### src/ffba_pkg.sv
`default_nettype none
package ffba_pkg;

   localparam int unsigned CMD_BITS = 2;
   localparam int unsigned USER_BITS = 4;
   localparam int unsigned LEN_BITS = 16;
   localparam int unsigned CNT_BITS = 5;

   localparam logic [1:0] CMD_ALLOC = 2'd0;
   localparam logic [1:0] CMD_FREE = 2'd1;
   localparam logic [1:0] CMD_DEFRAG = 2'd2;
   localparam logic [1:0] CMD_NOP = 2'd3;

   localparam logic [1:0] ST_OK = 2'd0;
   localparam logic [1:0] ST_RANGE = 2'd1;
   localparam logic [1:0] ST_NOROOM = 2'd2;

   localparam logic KIND_ANSWER = 1'b0;
   localparam logic KIND_MOVE = 1'b1;

   localparam logic CSR_POOL_SIZE = 1'b0;
   localparam logic CSR_ACTIVE_USERS = 1'b1;

   typedef struct packed {
      logic [1:0]  cmd;
      logic [3:0]  user;
      logic [15:0] request_length;
   } req_type;

   typedef struct packed {
      logic [1:0]  status;
      logic        record_kind;
      logic [3:0]  user_index;
      logic [15:0] block_offset;
      logic [15:0] source_offset;
      logic [15:0] block_length;
      logic [4:0]  moved_count;
      logic        last;
   } rsp_type;

   typedef enum logic [3:0] {
      S_IDLE,
      S_DECODE,
      S_FIRST,
      S_FIRST_CHECK,
      S_NEXT,
      S_GAP_CHECK,
      S_DF_FIRST,
      S_DF_STEP,
      S_DF_NEXT,
      S_EMIT
   } state_type;

   // Commands from controller to datapath.
   typedef struct packed {
      logic load_req;
      logic scan_start;
      logic scan_step;
      logic snap_orig;
      logic keep_shrink;
      logic release_user;
      logic grant_front;
      logic grant_end;
      logic df_apply;
      logic df_cursor;
      logic out_answer;
      logic out_range;
      logic out_noroom;
      logic out_free;
      logic out_count;
   } ctl_type;

   // Status from datapath to controller.
   typedef struct packed {
      logic is_alloc;
      logic is_free;
      logic is_defrag;
      logic in_range;
      logic held_fits;
      logic user_held;
      logic scan_done;
      logic found;
      logic front_fits;
      logic gap_fits;
      logic tail_fits;
      logic df_moves;
   } sts_type;

endpackage
`default_nettype wire

### src/ffba_datapath.sv
`default_nettype none
module ffba_datapath #(
   parameter int unsigned NUM_USERS = 16,
   parameter int unsigned OFFSET_BITS = 16
) (
   input  wire logic              clock,
   input  wire logic              reset,
   input  wire logic              csr_write,
   input  wire logic              csr_index,
   input  wire logic [15:0]       csr_data,
   input  wire ffba_pkg::req_type req_in,
   input  wire ffba_pkg::ctl_type ctl,
   output ffba_pkg::sts_type      sts,
   output ffba_pkg::rsp_type      rsp_data
);

   localparam int unsigned UB = (NUM_USERS > 1) ? $clog2(NUM_USERS) : 1;
   localparam int unsigned SB = $clog2(NUM_USERS + 1);
   localparam int unsigned EB = OFFSET_BITS + 1;

   logic [NUM_USERS-1:0]   held_ff;
   logic [OFFSET_BITS-1:0] start_ff [NUM_USERS];
   logic [OFFSET_BITS-1:0] size_ff [NUM_USERS];
   logic [OFFSET_BITS-1:0] orig_ff [NUM_USERS];
   logic [15:0]            pool_ff;
   logic [4:0]             active_ff;
   ffba_pkg::req_type      req_ff;
   logic [UB-1:0]          user_ff;

   // Scan over descriptors: one descriptor per cycle.
   logic [SB-1:0]          idx_ff;
   logic                   scanning_ff;
   logic                   have_key_ff;
   logic [OFFSET_BITS-1:0] key_off_ff;
   logic [UB-1:0]          key_idx_ff;
   logic                   best_ok_ff;
   logic [OFFSET_BITS-1:0] best_off_ff;
   logic [UB-1:0]          best_idx_ff;
   logic                   use_orig_ff;

   logic [EB-1:0]                   end_ff;
   logic [EB-1:0]                   cursor_ff;
   logic [ffba_pkg::CNT_BITS-1:0]   moved_ff;
   ffba_pkg::rsp_type               out_ff;
   ffba_pkg::rsp_type               out_in;

   logic [SB-1:0]          seen;
   logic [UB-1:0]          idx_u;
   logic [OFFSET_BITS-1:0] cand_off;
   logic                   cand_ok;
   logic [OFFSET_BITS-1:0] req_len;
   logic [EB-1:0]          best_start;

   assign seen = (32'(active_ff) < NUM_USERS) ? SB'(active_ff) : SB'(NUM_USERS);
   assign idx_u = idx_ff[UB-1:0];
   assign cand_off = use_orig_ff ? orig_ff[idx_u] : start_ff[idx_u];
   assign cand_ok = held_ff[idx_u] &&
                    (!have_key_ff || cand_off > key_off_ff ||
                     (cand_off == key_off_ff && idx_u > key_idx_ff)) &&
                    (!best_ok_ff || cand_off < best_off_ff);
   assign req_len = OFFSET_BITS'(req_ff.request_length);
   assign best_start = EB'(best_off_ff);

   always_comb begin
      sts.is_alloc = (req_ff.cmd == ffba_pkg::CMD_ALLOC);
      sts.is_free = (req_ff.cmd == ffba_pkg::CMD_FREE);
      sts.is_defrag = (req_ff.cmd == ffba_pkg::CMD_DEFRAG);
      sts.in_range = SB'(req_ff.user) < seen && 32'(req_ff.user) < NUM_USERS;
      sts.user_held = held_ff[user_ff];
      sts.held_fits = size_ff[user_ff] >= req_len;
      sts.scan_done = !scanning_ff;
      sts.found = best_ok_ff;
      sts.front_fits = best_off_ff >= req_len;
      sts.gap_fits = best_start >= end_ff && (best_start - end_ff) >= EB'(req_len);
      sts.tail_fits = (end_ff + EB'(req_len)) <= EB'(pool_ff);
      sts.df_moves = EB'(start_ff[best_idx_ff]) > cursor_ff;
   end

   always_comb begin
      out_in = '0;
      out_in.last = !ctl.df_apply;
      out_in.user_index = req_ff.user;
      if (ctl.out_range) out_in.status = ffba_pkg::ST_RANGE;
      if (ctl.out_noroom) out_in.status = ffba_pkg::ST_NOROOM;
      if (ctl.out_answer) begin
         out_in.block_offset = 16'(ctl.keep_shrink ? start_ff[user_ff] :
                                   (ctl.grant_end ? end_ff[OFFSET_BITS-1:0] : '0));
         out_in.block_length = req_ff.request_length;
      end
      if (ctl.out_count) begin
         out_in.user_index = '0;
         out_in.moved_count = moved_ff;
      end
      if (ctl.df_apply) begin
         out_in.record_kind = ffba_pkg::KIND_MOVE;
         out_in.user_index = 4'(best_idx_ff);
         out_in.block_offset = 16'(cursor_ff);
         out_in.source_offset = 16'(start_ff[best_idx_ff]);
         out_in.block_length = 16'(size_ff[best_idx_ff]);
      end
   end

   always_ff @(posedge clock) begin
      if (reset) begin
         held_ff <= '0;
         pool_ff <= '0;
         active_ff <= '0;
         scanning_ff <= 1'b0;
         moved_ff <= '0;
         for (int i = 0; i < NUM_USERS; i++) begin
            start_ff[i] <= '0;
            size_ff[i] <= '0;
         end
      end else begin
         if (csr_write) begin
            if (csr_index == ffba_pkg::CSR_POOL_SIZE) pool_ff <= csr_data;
            else active_ff <= csr_data[4:0];
         end
         if (ctl.load_req) begin
            req_ff <= req_in;
            user_ff <= UB'(req_in.user);
            moved_ff <= '0;
            cursor_ff <= '0;
            // With no block found the tail check measures from offset zero.
            end_ff <= '0;
         end
         if (ctl.snap_orig) begin
            for (int i = 0; i < NUM_USERS; i++) orig_ff[i] <= start_ff[i];
         end
         if (ctl.scan_start || ctl.scan_step) begin
            idx_ff <= '0;
            scanning_ff <= (seen != '0);
            best_ok_ff <= 1'b0;
            best_off_ff <= '0;
            use_orig_ff <= ctl.snap_orig || (use_orig_ff && ctl.scan_step);
            have_key_ff <= ctl.scan_step;
            if (ctl.scan_step) begin
               key_off_ff <= use_orig_ff ? orig_ff[best_idx_ff] : best_off_ff;
               key_idx_ff <= best_idx_ff;
            end else begin
               key_off_ff <= '0;
               key_idx_ff <= '0;
            end
         end else if (scanning_ff) begin
            if (cand_ok) begin
               best_ok_ff <= 1'b1;
               best_off_ff <= cand_off;
               best_idx_ff <= idx_u;
            end
            idx_ff <= idx_ff + 1'b1;
            if (idx_ff + 1'b1 >= seen) scanning_ff <= 1'b0;
         end
         if (ctl.release_user) begin
            held_ff[user_ff] <= 1'b0;
            start_ff[user_ff] <= '0;
            size_ff[user_ff] <= '0;
         end
         if (ctl.keep_shrink) size_ff[user_ff] <= req_len;
         if (ctl.grant_front || ctl.grant_end) begin
            held_ff[user_ff] <= 1'b1;
            start_ff[user_ff] <= ctl.grant_end ? end_ff[OFFSET_BITS-1:0] : '0;
            size_ff[user_ff] <= req_len;
         end
         // end_ff tracks the end of the block just found in the gap walk.
         if (ctl.df_cursor) begin
            end_ff <= EB'(start_ff[best_idx_ff]) + EB'(size_ff[best_idx_ff]);
         end
         if (ctl.df_apply) begin
            start_ff[best_idx_ff] <= cursor_ff[OFFSET_BITS-1:0];
            moved_ff <= moved_ff + 1'b1;
            cursor_ff <= cursor_ff + EB'(size_ff[best_idx_ff]);
         end else if (ctl.df_cursor && sts.is_defrag) begin
            cursor_ff <= EB'(start_ff[best_idx_ff]) + EB'(size_ff[best_idx_ff]);
         end
         if (ctl.out_answer || ctl.out_range || ctl.out_noroom || ctl.out_free ||
             ctl.out_count || ctl.df_apply) begin
            out_ff <= out_in;
         end
      end
   end

   assign rsp_data = out_ff;

endmodule
`default_nettype wire

### src/ffba_ctrl.sv
`default_nettype none
module ffba_ctrl (
   input  wire logic              clock,
   input  wire logic              reset,
   input  wire logic              req_valid,
   output logic                   req_ready,
   output logic                   rsp_valid,
   input  wire logic              rsp_ready,
   input  wire ffba_pkg::sts_type sts,
   output ffba_pkg::ctl_type      ctl
);

   ffba_pkg::state_type state_ff, state_in;
   logic                vld_ff, vld_in;

   always_ff @(posedge clock) begin
      if (reset) begin
         state_ff <= ffba_pkg::S_IDLE;
         vld_ff <= 1'b0;
      end else begin
         state_ff <= state_in;
         vld_ff <= vld_in;
      end
   end

   assign rsp_valid = vld_ff;

   always_comb begin
      state_in = state_ff;
      vld_in = vld_ff && !rsp_ready;
      ctl = '0;
      req_ready = 1'b0;
      case (state_ff)
         ffba_pkg::S_IDLE: begin
            req_ready = 1'b1;
            if (req_valid) begin
               ctl.load_req = 1'b1;
               state_in = ffba_pkg::S_DECODE;
            end
         end
         ffba_pkg::S_DECODE: begin
            if (sts.is_defrag) begin
               ctl.scan_start = 1'b1;
               ctl.snap_orig = 1'b1;
               state_in = ffba_pkg::S_DF_FIRST;
            end else if (!sts.is_alloc && !sts.is_free) begin
               state_in = ffba_pkg::S_IDLE;
            end else if (!vld_ff) begin
               if (!sts.in_range) begin
                  ctl.out_range = 1'b1;
                  vld_in = 1'b1;
                  state_in = ffba_pkg::S_IDLE;
               end else if (sts.is_free) begin
                  ctl.release_user = 1'b1;
                  ctl.out_free = 1'b1;
                  vld_in = 1'b1;
                  state_in = ffba_pkg::S_IDLE;
               end else if (sts.user_held && sts.held_fits) begin
                  ctl.keep_shrink = 1'b1;
                  ctl.out_answer = 1'b1;
                  vld_in = 1'b1;
                  state_in = ffba_pkg::S_IDLE;
               end else begin
                  ctl.release_user = sts.user_held;
                  state_in = ffba_pkg::S_FIRST;
               end
            end
         end
         ffba_pkg::S_FIRST: begin
            ctl.scan_start = 1'b1;
            state_in = ffba_pkg::S_FIRST_CHECK;
         end
         ffba_pkg::S_FIRST_CHECK: begin
            if (sts.scan_done) begin
               if (!sts.found || sts.front_fits) begin
                  // Empty pool compares against the pool size instead.
                  if (sts.found || sts.tail_fits) begin
                     ctl.grant_front = 1'b1;
                     ctl.out_answer = 1'b1;
                  end else begin
                     ctl.out_noroom = 1'b1;
                  end
                  vld_in = 1'b1;
                  state_in = ffba_pkg::S_IDLE;
               end else begin
                  ctl.df_cursor = 1'b1;
                  state_in = ffba_pkg::S_NEXT;
               end
            end
         end
         ffba_pkg::S_NEXT: begin
            ctl.scan_step = 1'b1;
            state_in = ffba_pkg::S_GAP_CHECK;
         end
         ffba_pkg::S_GAP_CHECK: begin
            if (sts.scan_done) begin
               if (sts.found && !sts.gap_fits) begin
                  ctl.df_cursor = 1'b1;
                  state_in = ffba_pkg::S_NEXT;
               end else begin
                  if (sts.found || sts.tail_fits) begin
                     ctl.grant_end = 1'b1;
                     ctl.out_answer = 1'b1;
                  end else begin
                     ctl.out_noroom = 1'b1;
                  end
                  vld_in = 1'b1;
                  state_in = ffba_pkg::S_IDLE;
               end
            end
         end
         ffba_pkg::S_DF_FIRST: begin
            if (sts.scan_done) state_in = ffba_pkg::S_DF_STEP;
         end
         ffba_pkg::S_DF_STEP: begin
            if (!sts.found) begin
               state_in = ffba_pkg::S_EMIT;
            end else if (sts.df_moves) begin
               if (!vld_ff) begin
                  ctl.df_apply = 1'b1;
                  vld_in = 1'b1;
                  state_in = ffba_pkg::S_DF_NEXT;
               end
            end else begin
               ctl.df_cursor = 1'b1;
               state_in = ffba_pkg::S_DF_NEXT;
            end
         end
         ffba_pkg::S_DF_NEXT: begin
            ctl.scan_step = 1'b1;
            state_in = ffba_pkg::S_DF_FIRST;
         end
         ffba_pkg::S_EMIT: begin
            if (!vld_ff) begin
               ctl.out_count = 1'b1;
               vld_in = 1'b1;
               state_in = ffba_pkg::S_IDLE;
            end
         end
         default: state_in = ffba_pkg::S_IDLE;
      endcase
   end

endmodule
`default_nettype wire

### src/first_fit_block_allocator_core.sv
`default_nettype none
// First-fit block allocator: one descriptor per user over a linear pool.
// Transactions are handled one at a time. A free, an out-of-range user or a
// fitting allocate gives its result from the decode state once the previous
// result has been taken; an allocate that searches visits the held blocks in
// offset order, and each next-block search scans every active descriptor once.
// Defragment takes one scan per held block plus one final scan and the count
// record; a move record waits only while the previous result is not taken.
// Results are held in an output register until taken.
module first_fit_block_allocator_core #(
   parameter int unsigned NUM_USERS = 16,
   parameter int unsigned OFFSET_BITS = 16
) (
   input  wire logic              clock,
   input  wire logic              reset,
   input  wire logic              req_valid,
   output logic                   req_ready,
   input  wire ffba_pkg::req_type req_data,
   output logic                   rsp_valid,
   input  wire logic              rsp_ready,
   output ffba_pkg::rsp_type      rsp_data,
   input  wire logic              csr_write,
   input  wire logic              csr_index,
   input  wire logic [15:0]       csr_data
);

   ffba_pkg::ctl_type ctl;
   ffba_pkg::sts_type sts;

   ffba_ctrl u_ctrl (
      .clock(clock), .reset(reset),
      .req_valid(req_valid), .req_ready(req_ready),
      .rsp_valid(rsp_valid), .rsp_ready(rsp_ready),
      .sts(sts), .ctl(ctl)
   );

   ffba_datapath #(.NUM_USERS(NUM_USERS), .OFFSET_BITS(OFFSET_BITS)) u_dp (
      .clock(clock), .reset(reset),
      .csr_write(csr_write), .csr_index(csr_index), .csr_data(csr_data),
      .req_in(req_data), .ctl(ctl), .sts(sts), .rsp_data(rsp_data)
   );

endmodule
`default_nettype wire

### config.mk
export PLATFORM = sky130hd
export DESIGN_NAME = first_fit_block_allocator_core
export DESIGN_NICKNAME = d
export VERILOG_FILES = /design/src/ffba_pkg.sv /design/src/ffba_datapath.sv /design/src/ffba_ctrl.sv /design/src/first_fit_block_allocator_core.sv
export SDC_FILE = /design/constraint.sdc
export NUM_CORES = 2
export LEC_CHECK = 0
export BUFFER_PORTS_ARGS = -buffer_cell sky130_fd_sc_hd__buf_4
export CAP_MARGIN = 0
export CORE_MARGIN = 2
export CORE_UTILIZATION = 30
export CTS_CLUSTER_SIZE = 25
export DETAILED_ROUTE_END_ITERATION = 8
export GPL_TIMING_DRIVEN = 0
export PLACE_DENSITY_LB_ADDON = 0.1
export SYNTH_ARGS = -nofsm -noshare
export SYNTH_HDL_FRONTEND = slang
export SYNTH_SLANG_ARGS = --single-unit
### constraint.sdc
create_clock -name clock -period 27 [get_ports clock]
set_input_delay 4.05 -clock clock [delete_from_list [all_inputs] [get_ports clock]]
set_output_delay 4.05 -clock clock [all_outputs]
set_load 0.01 [all_outputs]
==> metrics.cfg <==
[outcome]
status=finished with violations
violations=capacitance limit, slew limit

[clocking]
clockBufferDepth=3
cts_inserted_buffers=119
tritoncts=done
postCtsHoldBufs=0
numClockSinks=993
cts_root_buf=clkbuf_16
post-cts-setup-buffer-count=0
h-tree-depth=3
clkLatencyLatePin_ps=800
cts.clk_slew.worst_paths_ps=60
cts-resized-gates=0

[routing]
drtIter0Drc=5430
drc=0
vias_per_cell=6.092
vias=40724
avgRoutedWirePerCell_um=39.87
dr.pass1.iters=5
postRouteWirelength_mm=266.5
antenna_left=0

[power]
irDropWorstVdd_mv=0.05195
powerDensity_mw_per_mm2=83.74
power.leakage_nw=21.57

[synth]
synth_edf_count=933
ys_seq_area_share_pct=52.69
synth_nets=4050
synth_flop_cell=edfxtp_1
ys_ff_latch=993
syn_area_mm2=0.05545
synthCells=3813
yosysUniqueCellTypes=80
ys_warn_count=0
postSynthAreaPerCell_um2=14.54
async_flop_share_pct=0

[setup_path]
path_cells=clkbuf_1, clkbuf_1, buf_1, mux4_2, ha_1, a21o_1, a21o_1, a21oi_1, o211ai_1, a21oi_1, a31oi_2, o2111ai_1, o211ai_1, clkbuf_1, nor4_1
end_kind=flip-flop
worstPathRequired_ps=27430
rrSetupSlack_ps=17990
path_buf_inv=4
crit_slowest_cell=nor4_1
cpLargestDelayFamily=buffers and inverters
critPathMaxStageDelay_ps=1120
path_common_cell=clkbuf_1
crit_fanout=10
worstSetupPathType=reg -> reg
arrival_ps=9430
cp-start-kind=flip-flop

[final_layout]
design_area_mm2=0.06490
instances_no_fill=6685
final_layout_size_suffix_gt1_share_pct=26.87
nets=4348
area_growth_pct=17.03

[grt]
antenna_found_initial=15
grt_max_degree=38
grt_pass1_wl_mm=355.0
grt_pass1_vias=39290
track_usage_pct=28.13
globalRouteOverflowTotal=0

[placement]
dpl_cell_area_mm2=0.06098
io_buffers=105
dp.cells=6454
dp_hpwl_mm=195.9
place_congestion=0.9420
post-place-ws_ps=17560

[timing]
finClkSkew_ps=35.30
max_slew_margin_pct=-8.054
worstMarginPinSlew_ps=1621
setup_slack_ps=17990
hold_viol=0
fmax_ghz=0.1110
slew_violations=62
layout_min_cycle_time_ps=9006
setup_viol=0
tns_ps=0
rsz0062_at_grt=false
hold_ws_ps=457.0
period_share_pct=33.35

[floorplanning]
dieHeight_um=433.9
die_w_um=433.9
start_util_pct=30.26
core_mm2=0.1833
io_pins=107
num_rows=157
dieArea_mm2=0.1883

[job]
max-cap-violations=7

[worst_hold_path]
hold_class=reg -> reg

metal layers:
layer / routed length [µm] / global-route usage [%] / up-vias / share of wire (%)
li1: - / - / 16191 / -
met1: 107200 / 37.23 / 21677 / 40
met2: 120400 / 43.27 / 2335 / 45
met3: 24520 / 6.981 / 511 / 9.2
met4: 14310 / 13.21 / 10 / 5.4
met5: 144 / 0.4163 / - / 0.054
layout by cell type, fill, tap and decap left out, drive strengths merged, types with 20 or more instances in the layout:
| cell | n |
|---|---|
| nand4 | 26 |
| nand3 | 40 |
| a21o | 37 |
| o21a | 22 |
| buf | 274 |
| clkbuf | 393 |
| mux4 | 570 |
| inv | 134 |
| nor4 | 152 |
| a31oi | 20 |
| xor2 | 22 |
| ha | 189 |
| clkinv | 54 |
| nor2b | 30 |
| and2 | 49 |
| dfxtp | 60 |
| mux2i | 24 |
| or3 | 24 |
| o21ai | 126 |
| xnor2 | 32 |
| nand2b | 20 |
| nor3 | 397 |
| edfxtp | 933 |
| nand2 | 163 |
| nor2 | 121 |
| a21oi | 117 |
| mux2 | 25 |
where the power goes:
part | total, mW | leakage [nW] | switching (mW) | internal, mW
registers | 1.91 | 9.68 | 0.103 | 1.81
clock network | 1.65 | 1.90 | 0.712 | 0.934
logic | 1.88 | 9.99 | 1.17 | 0.712
total | 5.43 | 21.6 | 1.98 | 3.45
tightest hold or removal path, stage by stage (launching register included):
cell and delay [ps]:
dfxtp_1 310, nand2_1 50, a21oi_1 50
logic make-up after synthesis:
| group | Yosys count | share of synthesized area [%] |
|---|---|---|
| buffers and inverters | 469 | 3.324 |
| AOI/OAI and AO/OA | 440 | 5.032 |
| muxes | 619 | 24.10 |
| xor gates and xnor gates | 54 | 0.8529 |
| and+or+nand+nor | 1045 | 9.596 |
| adders and majority gates | 193 | 4.409 |
| DFF | 993 | 52.69 |
synth_stat cells (5+ instances only):
cell | number | area share, %
dfxtp_1 | 60 | 2.2
a221oi_1 | 6 | 0.095
edfxtp_1 | 933 | 51
a22oi_2 | 9 | 0.20
a211oi_1 | 17 | 0.23
a21oi_1 | 117 | 1.1
buf_2 | 45 | 0.41
buf_1 | 48 | 0.32
clkbuf_1 | 239 | 1.6
a21o_1 | 37 | 0.50
o22ai_1 | 18 | 0.20
o211ai_1 | 11 | 0.15
and2_1 | 49 | 0.55
a22oi_1 | 8 | 0.11
o21bai_1 | 7 | 0.095
xor2_1 | 22 | 0.35
o21a_1 | 22 | 0.30
xnor2_1 | 32 | 0.51
mux4_2 | 570 | 23
buf_4 | 5 | 0.068
nor2b_1 | 30 | 0.34
o31a_1 | 5 | 0.079
or3_1 | 24 | 0.27
o21ai_0 | 124 | 1.1
nor3_1 | 397 | 3.6
ha_1 | 189 | 4.3
nand2_1 | 163 | 1.1
mux2i_1 | 23 | 0.42
a31oi_1 | 19 | 0.21
nand3_1 | 40 | 0.36
inv_1 | 130 | 0.88
and3_1 | 5 | 0.056
nand4_1 | 26 | 0.29
mux2_2 | 21 | 0.43
nor2_1 | 121 | 0.82
nand2b_1 | 20 | 0.23
nor4_1 | 151 | 1.7
per-stage QoR:
stage	total power, mW	utilization [%]
floorplan	2.986	-
global placement	3.773	32.37
detailed placement	3.786	33.27
CTS	5.422	35.39
global route	5.602	35.40
finish	5.434	35.41
layout make-up:
class                           instances  area (µm²)
Inverter                              131       491.7
Multi-Input combinational cell       2351       24690
Fill cell                           17722      118400
Antenna cell                            8       20.02
Clock inverter                         71       638.1
Sequential cell                       993       29220
Buffer                                338        1441
Timing Repair Buffer                  177        2066
Tap cell                             2464        3083
Clock buffer                          152        3248
final timing paths:
path                                 startpoint                   to  depth (start not counted)
worst max-delay path                  flip-flop  u_dp.start_ff[7][8]                         15
worst min-delay path            u_dp.pool_ff[4]      u_dp.pool_ff[4]                          2
worst max register to register        flip-flop  u_dp.start_ff[7][8]                         15
worst min register to register  u_dp.pool_ff[4]      u_dp.pool_ff[4]                          2
sequential cells by signal (all words and copies together) (netlist names), 16 cells and up, named ones only:
signal / cells
u_dp.rsp_data: 61
u_dp.end_ff: 17
u_dp.size_ff: 256
u_dp.held_ff: 16
u_dp.cursor_ff: 17
u_dp.best_off_ff: 16
u_dp.req_len: 16
u_dp.start_ff: 256
u_dp.pool_ff: 16
u_dp.orig_ff: 256
u_dp.key_off_ff: 16
(Power assumes the default switching activity.)
